[config.mk]
export PLATFORM = sky130hd
export DESIGN_NAME = dual_wheel_speed_pi_flat
export DESIGN_NICKNAME = d
export VERILOG_FILES = /design/src/dwsp_pkg.sv /design/src/dwsp_if.sv /design/src/dwsp_cfg_regs.sv /design/src/dwsp_wheel.sv /design/src/dual_wheel_speed_pi.sv /design/src/flat_wrapper.sv
export SDC_FILE = /design/constraint.sdc
export NUM_CORES = 2
export LEC_CHECK = 0
export BUFFER_PORTS_ARGS = -buffer_cell sky130_fd_sc_hd__buf_2
export CORE_MARGIN = 8
export CORE_UTILIZATION = 30
export CTS_BUF_LIST = sky130_fd_sc_hd__clkbuf_16
export DETAILED_ROUTE_END_ITERATION = 16
export PLACE_DENSITY_LB_ADDON = 0.2
export SYNTH_ARGS = -nofsm -noshare
export SYNTH_HDL_FRONTEND = slang
export SYNTH_HIERARCHICAL = 1
export SYNTH_SLANG_ARGS = --single-unit
[constraint.sdc]
create_clock -name clk_i -period 60.7 [get_ports clk_i]
set_clock_uncertainty 0.1 [all_clocks]
set_input_delay 6.07 -clock clk_i [delete_from_list [all_inputs] [get_ports clk_i]]
set_output_delay 6.07 -clock clk_i [all_outputs]
set_load 0.03 [all_outputs]
[src/dwsp_pkg.sv]
`timescale 1ns / 1ps
// ----------------------------------------------------------------------------
// dwsp_pkg: shared types and constants for the dual wheel speed controller
// Field widths, register indexes, reset values and the configuration bundle.
// ----------------------------------------------------------------------------
package dwsp_pkg;

  localparam int unsigned CountW     = 16;
  localparam int unsigned SetpointW  = 10;
  localparam int unsigned GainW      = 8;
  localparam int unsigned DriveW     = 16;
  localparam int unsigned IntLimitW  = 15;
  localparam int unsigned IntegW     = 16;
  localparam int unsigned CfgIndexW  = 2;
  localparam int unsigned CfgDataW   = 16;

  // Register indexes on the configuration channel.
  localparam logic [CfgIndexW-1:0] RegPropGain      = 2'd0;
  localparam logic [CfgIndexW-1:0] RegDriveLimit    = 2'd1;
  localparam logic [CfgIndexW-1:0] RegIntegralLimit = 2'd2;
  localparam logic [CfgIndexW-1:0] RegMoveThreshold = 2'd3;

  // Values after reset.
  localparam logic [GainW-1:0]     ResetPropGain      = 8'd6;
  localparam logic [DriveW-1:0]    ResetDriveLimit    = 16'd800;
  localparam logic [IntLimitW-1:0] ResetIntegralLimit = 15'd4000;
  localparam logic [SetpointW-1:0] ResetMoveThreshold = 10'd5;

  // Reciprocal of three in 16 fractional bits; exact for magnitudes below 2^15.
  localparam logic [14:0] RecipThree = 15'd21846;

  typedef struct packed {
    logic [GainW-1:0]     prop_gain;
    logic [DriveW-1:0]    drive_limit;
    logic [IntLimitW-1:0] integral_limit;
    logic [SetpointW-1:0] move_threshold;
  } cfg_t;

endpackage

[src/dwsp_if.sv]
`timescale 1ns / 1ps
// ----------------------------------------------------------------------------
// dwsp_if: valid/ready channels of the dual wheel speed controller
// Request channel, result channel and configuration write channel.
// ----------------------------------------------------------------------------
interface dwsp_in_if import dwsp_pkg::*; ();
  logic                 valid;
  logic                 ready;
  logic [CountW-1:0]    left_count;
  logic [CountW-1:0]    right_count;
  logic [SetpointW-1:0] speed_setpoint;

  modport source (output valid, left_count, right_count, speed_setpoint, input ready);
  modport sink   (input valid, left_count, right_count, speed_setpoint, output ready);
endinterface

interface dwsp_out_if import dwsp_pkg::*; ();
  logic              valid;
  logic              ready;
  logic [DriveW-1:0] left_drive;
  logic [DriveW-1:0] right_drive;
  logic [CountW-1:0] left_speed;
  logic [CountW-1:0] right_speed;
  logic              stopped;

  modport source (output valid, left_drive, right_drive, left_speed, right_speed, stopped,
                  input ready);
  modport sink   (input valid, left_drive, right_drive, left_speed, right_speed, stopped,
                  output ready);
endinterface

interface dwsp_cfg_if import dwsp_pkg::*; ();
  logic                 valid;
  logic                 ready;
  logic [CfgIndexW-1:0] index;
  logic [CfgDataW-1:0]  data;

  modport source (output valid, index, data, input ready);
  modport sink   (input valid, index, data, output ready);
endinterface

[src/dwsp_cfg_regs.sv]
`timescale 1ns / 1ps
// ----------------------------------------------------------------------------
// dwsp_cfg_regs: configuration register file
// Takes writes from the configuration channel and holds the four settings.
// ----------------------------------------------------------------------------
module dwsp_cfg_regs import dwsp_pkg::*; (
  input  logic     clk_i,
  input  logic     rst_ni,
  dwsp_cfg_if.sink cfg_i,
  output cfg_t     cfg_o
);

  cfg_t cfg_q, cfg_d;

  assign cfg_i.ready = 1'b1;

  always_comb begin
    cfg_d = cfg_q;
    if (cfg_i.valid) begin
      unique case (cfg_i.index)
        RegPropGain:      cfg_d.prop_gain      = cfg_i.data[GainW-1:0];
        RegDriveLimit:    cfg_d.drive_limit    = cfg_i.data[DriveW-1:0];
        RegIntegralLimit: cfg_d.integral_limit = cfg_i.data[IntLimitW-1:0];
        RegMoveThreshold: cfg_d.move_threshold = cfg_i.data[SetpointW-1:0];
        default:          cfg_d = cfg_q;
      endcase
    end
  end

  always_ff @(posedge clk_i or negedge rst_ni) begin
    if (!rst_ni) begin
      cfg_q.prop_gain      <= ResetPropGain;
      cfg_q.drive_limit    <= ResetDriveLimit;
      cfg_q.integral_limit <= ResetIntegralLimit;
      cfg_q.move_threshold <= ResetMoveThreshold;
    end else begin
      cfg_q <= cfg_d;
    end
  end

  assign cfg_o = cfg_q;

endmodule

[src/dwsp_wheel.sv]
`timescale 1ns / 1ps
// ----------------------------------------------------------------------------
// dwsp_wheel: PI loop of one wheel
// Speed from the count delta, clamped integrator (cleared at or below the move
// threshold) and saturated drive command.
module dwsp_wheel import dwsp_pkg::*; (
  input  logic                 clk_i,
  input  logic                 rst_ni,
  input  logic                 step_i,
  input  logic [CountW-1:0]    count_i,
  input  logic [SetpointW-1:0] setpoint_i,
  input  cfg_t                 cfg_i,
  output logic [DriveW-1:0]    drive_o,
  output logic [CountW-1:0]    speed_o
);

  logic [CountW-1:0]        prev_q;
  logic signed [IntegW-1:0] integ_q, integ_d;

  logic [CountW-1:0]        speed;
  logic signed [16:0]       err;
  logic signed [17:0]       acc;
  logic signed [17:0]       lim;
  logic signed [17:0]       clamped;
  logic                     neg;
  logic [IntegW-1:0]        mag;
  logic [29:0]              prod;
  logic signed [14:0]       quot;
  logic signed [25:0]       pterm;
  logic signed [26:0]       cmd;

  assign speed = count_i - prev_q;
  assign err   = $signed({7'b0, setpoint_i}) - $signed({1'b0, speed});
  assign acc   = 18'(integ_q) + 18'(err);
  assign lim   = $signed({3'b0, cfg_i.integral_limit});

  always_comb begin
    if (acc >= lim) begin
      clamped = lim;
    end else if (acc <= -lim) begin
      clamped = -lim;
    end else begin
      clamped = acc;
    end
    integ_d = (setpoint_i > cfg_i.move_threshold) ? clamped[IntegW-1:0] : '0;
  end

  // Integrator divided by three, truncating toward zero, by sign and magnitude.
  assign neg  = integ_d[IntegW-1];
  assign mag  = neg ? (-integ_d) : integ_d;
  assign prod = 30'(mag[14:0]) * 30'(RecipThree);
  assign quot = neg ? -$signed({1'b0, prod[29:16]}) : $signed({1'b0, prod[29:16]});

  assign pterm = 26'(err) * 26'($signed({1'b0, cfg_i.prop_gain}));
  assign cmd   = 27'(pterm) + 27'(quot);

  always_comb begin
    if (cmd < 0) begin
      drive_o = '0;
    end else if (cmd > $signed({11'b0, cfg_i.drive_limit})) begin
      drive_o = cfg_i.drive_limit;
    end else begin
      drive_o = cmd[DriveW-1:0];
    end
  end

  assign speed_o = speed;

  always_ff @(posedge clk_i or negedge rst_ni) begin
    if (!rst_ni) begin
      prev_q  <= '0;
      integ_q <= '0;
    end else if (step_i) begin
      prev_q  <= count_i;
      integ_q <= integ_d;
    end
  end

endmodule

[src/dual_wheel_speed_pi.sv]
`timescale 1ns / 1ps
// ----------------------------------------------------------------------------
// dual_wheel_speed_pi: PI speed controller for two wheels
// One request per control tick in, one set of drive commands and speeds out.
// ----------------------------------------------------------------------------
// Usage:
//   in_i carries one request per control tick: both wheels' encoder counts
//   and the common speed setpoint. out_o returns exactly one result per
//   request: both saturated drive commands, both measured speeds and the
//   stopped flag. cfg_i writes one of four registers (gain, drive limit,
//   integral limit, move threshold) by index; write only while no request
//   is in flight.
//   After a request is accepted, it is captured in an input register, the
//   per-wheel PI math runs in one pass of combinational logic, and the
//   result lands in the output register, held there until it is taken.
//   Throughput is one request per cycle while the receiver does not stall;
//   the limit is the loop through each wheel's integrator and
//   previous-count register.
//   Reset clears both integrators and previous counts to zero and loads the
//   register defaults. When the receiver stalls, the held result waits in
//   the output register while the input register still takes one more
//   request; in_i.ready drops only when both are full.
// ----------------------------------------------------------------------------
module dual_wheel_speed_pi import dwsp_pkg::*; (
  input  logic        clk_i,
  input  logic        rst_ni,
  dwsp_in_if.sink     in_i,
  dwsp_cfg_if.sink    cfg_i,
  dwsp_out_if.source  out_o
);

  cfg_t cfg;

  // Input register stage.
  logic                 s1_valid_q;
  logic [CountW-1:0]    s1_left_q;
  logic [CountW-1:0]    s1_right_q;
  logic [SetpointW-1:0] s1_setpoint_q;

  // Result register stage.
  logic              out_valid_q;
  logic [DriveW-1:0] left_drive_q, right_drive_q;
  logic [CountW-1:0] left_speed_q, right_speed_q;
  logic              stopped_q;

  logic [DriveW-1:0] left_drive, right_drive;
  logic [CountW-1:0] left_speed, right_speed;

  logic advance;
  logic accept;

  // The stage moves forward when the result register is free or being drained.
  assign advance    = s1_valid_q && (!out_valid_q || out_o.ready);
  assign in_i.ready = !s1_valid_q || advance;
  assign accept     = in_i.valid && in_i.ready;

  dwsp_cfg_regs u_cfg (
    .clk_i  (clk_i),
    .rst_ni (rst_ni),
    .cfg_i  (cfg_i),
    .cfg_o  (cfg)
  );

  // Wheel state is committed only when its request moves to the result register,
  // so the next request sees the updated counts and integrators.
  dwsp_wheel u_left (
    .clk_i      (clk_i),
    .rst_ni     (rst_ni),
    .step_i     (advance),
    .count_i    (s1_left_q),
    .setpoint_i (s1_setpoint_q),
    .cfg_i      (cfg),
    .drive_o    (left_drive),
    .speed_o    (left_speed)
  );

  dwsp_wheel u_right (
    .clk_i      (clk_i),
    .rst_ni     (rst_ni),
    .step_i     (advance),
    .count_i    (s1_right_q),
    .setpoint_i (s1_setpoint_q),
    .cfg_i      (cfg),
    .drive_o    (right_drive),
    .speed_o    (right_speed)
  );

  always_ff @(posedge clk_i or negedge rst_ni) begin
    if (!rst_ni) begin
      s1_valid_q <= 1'b0;
    end else if (accept) begin
      s1_valid_q <= 1'b1;
    end else if (advance) begin
      s1_valid_q <= 1'b0;
    end
  end

  always_ff @(posedge clk_i) begin
    if (accept) begin
      s1_left_q     <= in_i.left_count;
      s1_right_q    <= in_i.right_count;
      s1_setpoint_q <= in_i.speed_setpoint;
    end
  end

  always_ff @(posedge clk_i or negedge rst_ni) begin
    if (!rst_ni) begin
      out_valid_q <= 1'b0;
    end else if (advance) begin
      out_valid_q <= 1'b1;
    end else if (out_o.ready) begin
      out_valid_q <= 1'b0;
    end
  end

  always_ff @(posedge clk_i) begin
    if (advance) begin
      left_drive_q  <= left_drive;
      right_drive_q <= right_drive;
      left_speed_q  <= left_speed;
      right_speed_q <= right_speed;
      stopped_q     <= (left_drive == '0) && (right_drive == '0);
    end
  end

  assign out_o.valid       = out_valid_q;
  assign out_o.left_drive  = left_drive_q;
  assign out_o.right_drive = right_drive_q;
  assign out_o.left_speed  = left_speed_q;
  assign out_o.right_speed = right_speed_q;
  assign out_o.stopped     = stopped_q;

  // An accepted request always occupies the input register next cycle.
  a_accept_fills: assert property (@(posedge clk_i) disable iff (!rst_ni)
    accept |=> s1_valid_q)
    else $error("accepted request did not reach the input register");

  // A request moved forward always shows up as a valid result.
  a_advance_valid: assert property (@(posedge clk_i) disable iff (!rst_ni)
    advance |=> out_valid_q)
    else $error("advanced request produced no result");

  // With both registers full and the receiver stalled, no request may enter.
  a_full_blocks: assert property (@(posedge clk_i) disable iff (!rst_ni)
    (s1_valid_q && out_valid_q && !out_o.ready) |-> !in_i.ready)
    else $error("request accepted while pipeline full and stalled");

  // The stopped flag matches the registered drives.
  a_stopped_flag: assert property (@(posedge clk_i) disable iff (!rst_ni)
    out_valid_q |-> (stopped_q == ((left_drive_q == '0) && (right_drive_q == '0))))
    else $error("stopped flag disagrees with drive commands");

endmodule
[src/flat_wrapper.sv]
// flat-port wrapper written by rule: the top's interface ports become plain ports
module dual_wheel_speed_pi_flat import dwsp_pkg::*;
  (clk_i, rst_ni, in_i_valid, in_i_left_count, in_i_right_count, in_i_speed_setpoint, in_i_ready, cfg_i_valid, cfg_i_index, cfg_i_data, cfg_i_ready, out_o_valid, out_o_left_drive, out_o_right_drive, out_o_left_speed, out_o_right_speed, out_o_stopped, out_o_ready);
  dwsp_in_if in_i_i ();
  dwsp_cfg_if cfg_i_i ();
  dwsp_out_if out_o_i ();
  input  logic clk_i;
  input  logic rst_ni;
  input wire logic [$bits(in_i_i.valid)-1:0] in_i_valid;
  input wire logic [$bits(in_i_i.left_count)-1:0] in_i_left_count;
  input wire logic [$bits(in_i_i.right_count)-1:0] in_i_right_count;
  input wire logic [$bits(in_i_i.speed_setpoint)-1:0] in_i_speed_setpoint;
  output wire logic [$bits(in_i_i.ready)-1:0] in_i_ready;
  input wire logic [$bits(cfg_i_i.valid)-1:0] cfg_i_valid;
  input wire logic [$bits(cfg_i_i.index)-1:0] cfg_i_index;
  input wire logic [$bits(cfg_i_i.data)-1:0] cfg_i_data;
  output wire logic [$bits(cfg_i_i.ready)-1:0] cfg_i_ready;
  output wire logic [$bits(out_o_i.valid)-1:0] out_o_valid;
  output wire logic [$bits(out_o_i.left_drive)-1:0] out_o_left_drive;
  output wire logic [$bits(out_o_i.right_drive)-1:0] out_o_right_drive;
  output wire logic [$bits(out_o_i.left_speed)-1:0] out_o_left_speed;
  output wire logic [$bits(out_o_i.right_speed)-1:0] out_o_right_speed;
  output wire logic [$bits(out_o_i.stopped)-1:0] out_o_stopped;
  input wire logic [$bits(out_o_i.ready)-1:0] out_o_ready;
  assign in_i_i.valid = in_i_valid;
  assign in_i_i.left_count = in_i_left_count;
  assign in_i_i.right_count = in_i_right_count;
  assign in_i_i.speed_setpoint = in_i_speed_setpoint;
  assign in_i_ready = in_i_i.ready;
  assign cfg_i_i.valid = cfg_i_valid;
  assign cfg_i_i.index = cfg_i_index;
  assign cfg_i_i.data = cfg_i_data;
  assign cfg_i_ready = cfg_i_i.ready;
  assign out_o_valid = out_o_i.valid;
  assign out_o_left_drive = out_o_i.left_drive;
  assign out_o_right_drive = out_o_i.right_drive;
  assign out_o_left_speed = out_o_i.left_speed;
  assign out_o_right_speed = out_o_i.right_speed;
  assign out_o_stopped = out_o_i.stopped;
  assign out_o_i.ready = out_o_ready;
  dual_wheel_speed_pi u_core (.clk_i(clk_i), .rst_ni(rst_ni), .in_i(in_i_i), .cfg_i(cfg_i_i), .out_o(out_o_i));
endmodule
==> results.json <==
{
  "vias": 29697,
  "viasPerCell": 4.95,
  "ys_ff_latch": 222,
  "ys_top_cells_by_count": "inv_1, ha_1, fa_1",
  "grt_first_pass_wirelength_um": 180000,
  "syn_to_final_growth_pct": 9.72,
  "cts_tree": "yes",
  "rsz0062_at_grt": "no",
  "core_region_area_um2": 126000,
  "clk_pin_slew_ns": 0.07,
  "cp_top_family": "compound AO/OA/AOI/OAI gates",
  "initial_core_util_pct": 30.3,
  "ios": 133,
  "holdPathStages": 2,
  "cp.buffers_inverters": 9,
  "post-route-period-util_pct": 37.3,
  "die_w_um": 372,
  "hold_end": "u_core/u_left/prev_q[2]",
  "dieArea_um2": 139000,
  "rows": 130,
  "min_period_ns": 22.62,
  "avgSynthCellArea_um2": 9.06,
  "gp_congestion": 0.859,
  "end_kind": "flip-flop",
  "drv_slew": 0,
  "cts_root_buf": "clkbuf_16",
  "yosysTopAreaCell": "fa_1",
  "ant_nets": 0,
  "hold_viol": 0,
  "path_max_fanout": 27,
  "yosysSeqAreaShare_pct": 16.0,
  "worstRegToRegCells": 77,
  "r2r-end": "u_core/out_o.stopped",
  "ys.flop_type": "edfxtp_1",
  "dr.pass1.iters": 7,
  "synth_most_common_cell": "inv_1",
  "post_cts_buffers": 0,
  "cts_hold_buf": 0,
  "synth_edf_count": 107,
  "drv_cap": 0,
  "syn_area_um2": 38100,
  "outcome": "finished clean",
  "final_nets": 5299,
  "netlist.area_leader.share_pct": 20.5,
  "clkLatencyLatePin_ns": 0.60,
  "grt_max_degree": 64,
  "dp_hpwl_um": 96100,
  "arrival_ns": 22.99,
  "multi_input_area_um2": 29100,
  "start_kind": "flip-flop",
  "yosys.cell_types.count": 122,
  "synthTopCellsByArea": "fa_1, ha_1, edfxtp_1",
  "fillers": 13198,
  "slew_headroom_pct": 24.7,
  "worst_path_max_delay_cell": "nor2_2",
  "cts_made_buffers": 28,
  "grt_pass1_vias": 30205,
  "totalWireLength_um": 115000,
  "largest_reg_flops": 49,
  "synthArstFlopShare_pct": 51.8,
  "setup_violations": 0,
  "timing.rr.start": "u_core/s1_left_q[1]",
  "antenna_found_initial": 10,
  "rrSetupSlack_ns": 38.08,
  "drive_above_1_share_pct": 9.94,
  "clockBufferDepth": 3,
  "post_drt_wl_per_cell_um": 19.2,
  "max_stage_delay_ns": 0.87,
  "syn_nets": 5180,
  "ff_latch_area_um2": 6110,
  "cts-resized-gates": 0,
  "tns_ns": 0,
  "hold_class": "reg -> reg",
  "syn_inst": 4203,
  "timing.fmax_mhz": 44.2,
  "cts.sinks": 222,
  "min_from": "u_core/s1_left_q[2]",
  "worstPathRequired_ns": 61.07,
  "portBuffers": 131,
  "grt_usage_pct": 16.5,
  "chipHeight_um": 372,
  "route.detailed.drc": 0,
  "drt_iter0_drc": 1781,
  "max_slew.worst_pin.slew_ns": 1.13,
  "h-tree-depth": 1,
  "ys_warn_count": 6,
  "grt_overflow": 0,
  "critPathKind": "reg -> reg"
}
==> worst min-delay path: stages (launching register included) <==
cell and delay [ns]:
edfxtp_1 0.35, nand2_1 0.06, o21ai_0 0.06
==> worst max-delay path by stage <==
stage | startpoint | end | slack [ns] | cells past startpoint
after floorplan | u_core/s1_left_q[1] | u_core/out_o.stopped | 41.22 | 78
after global placement | u_core/s1_left_q[1] | u_core/out_o.stopped | 37.89 | 77
after detailed placement | u_core/s1_left_q[1] | u_core/out_o.stopped | 38.06 | 77
after CTS | u_core/s1_left_q[1] | u_core/out_o.stopped | 37.98 | 77
after global routing | u_core/u_left/prev_q[1] | u_core/out_o.stopped | 36.19 | 78
final | u_core/s1_left_q[1] | u_core/out_o.stopped | 38.08 | 77
==> layer usage <==
metal  up-vias  routed length (µm)  global-route usage, %
met5         -                  31                      0
met4         4                3110                   4.23
met3       128                5210                   2.00
met2       663               51400                   26.4
met1     14398               55400                   23.5
li1      14504                   -                      -
==> stage by stage <==
| step | worst slack [ns] | utilization, % | std cells | hold slack (ns) | cell area, µm² |
|---|---|---|---|---|---|
| 2_1_floorplan | 41.22 | - | 4203 | 0.349 | 38100 |
| 3_3_place_gp | 37.89 | 32.4 | 5942 | 0.381 | 40800 |
| 3_5_place_dp | 38.06 | 32.4 | 5942 | 0.384 | 40800 |
| 4_1_cts | 37.98 | 33.2 | 5994 | 0.402 | 41800 |
| 5_1_grt | 36.19 | 33.2 | 5994 | 0.431 | 41800 |
| 6_report | 38.08 | 33.2 | 5999 | 0.401 | 41800 |
==> layout by cell type, fill, tap and decap left out, types with 64 or more instances in the layout <==
cell	synthesis	final
xnor2_1	134	133
xor2_1	64	64
buf_2	1	130
nand2_1	289	289
and2_1	182	180
nor2_1	221	220
inv_1	679	682
o21ai_0	202	202
fa_1	390	390
mux2_2	86	86
nand3_1	66	66
a21o_1	107	107
a21oi_1	210	209
nor3_1	71	69
dfrtp_1	102	101
edfxtp_1	107	107
ha_1	522	522
==> cell type report <==
type / count / share of cell area (%)
clock buffers: 28 / 1.68
flip-flops and latches: 222 / 14.6
multi-input cells: 3206 / 69.5
clock inverters: 24 / 0.581
diodes: 5 / 0.0299
inverters: 681 / 6.13
repair buffers: 183 / 2.52
well taps: 1650 / 4.94
==> kinds of logic after synthesis <==
family | Yosys count | synth area share (%)
multiplexers | 133 | 3.90
other | 1 | 0.00984
adder cells (fa/ha/maj) | 918 | 37.8
flip-flops | 222 | 16.0
AO/OA/AOI/OAI | 818 | 14.2
XOR/XNOR | 201 | 4.68
buffers and inverters | 775 | 7.79
AND/OR/NAND/NOR | 1135 | 15.6
Power is left out: the tool's default activity adds up to more than one toggle a clock period on the data nets, which glitch-free logic cannot reach.
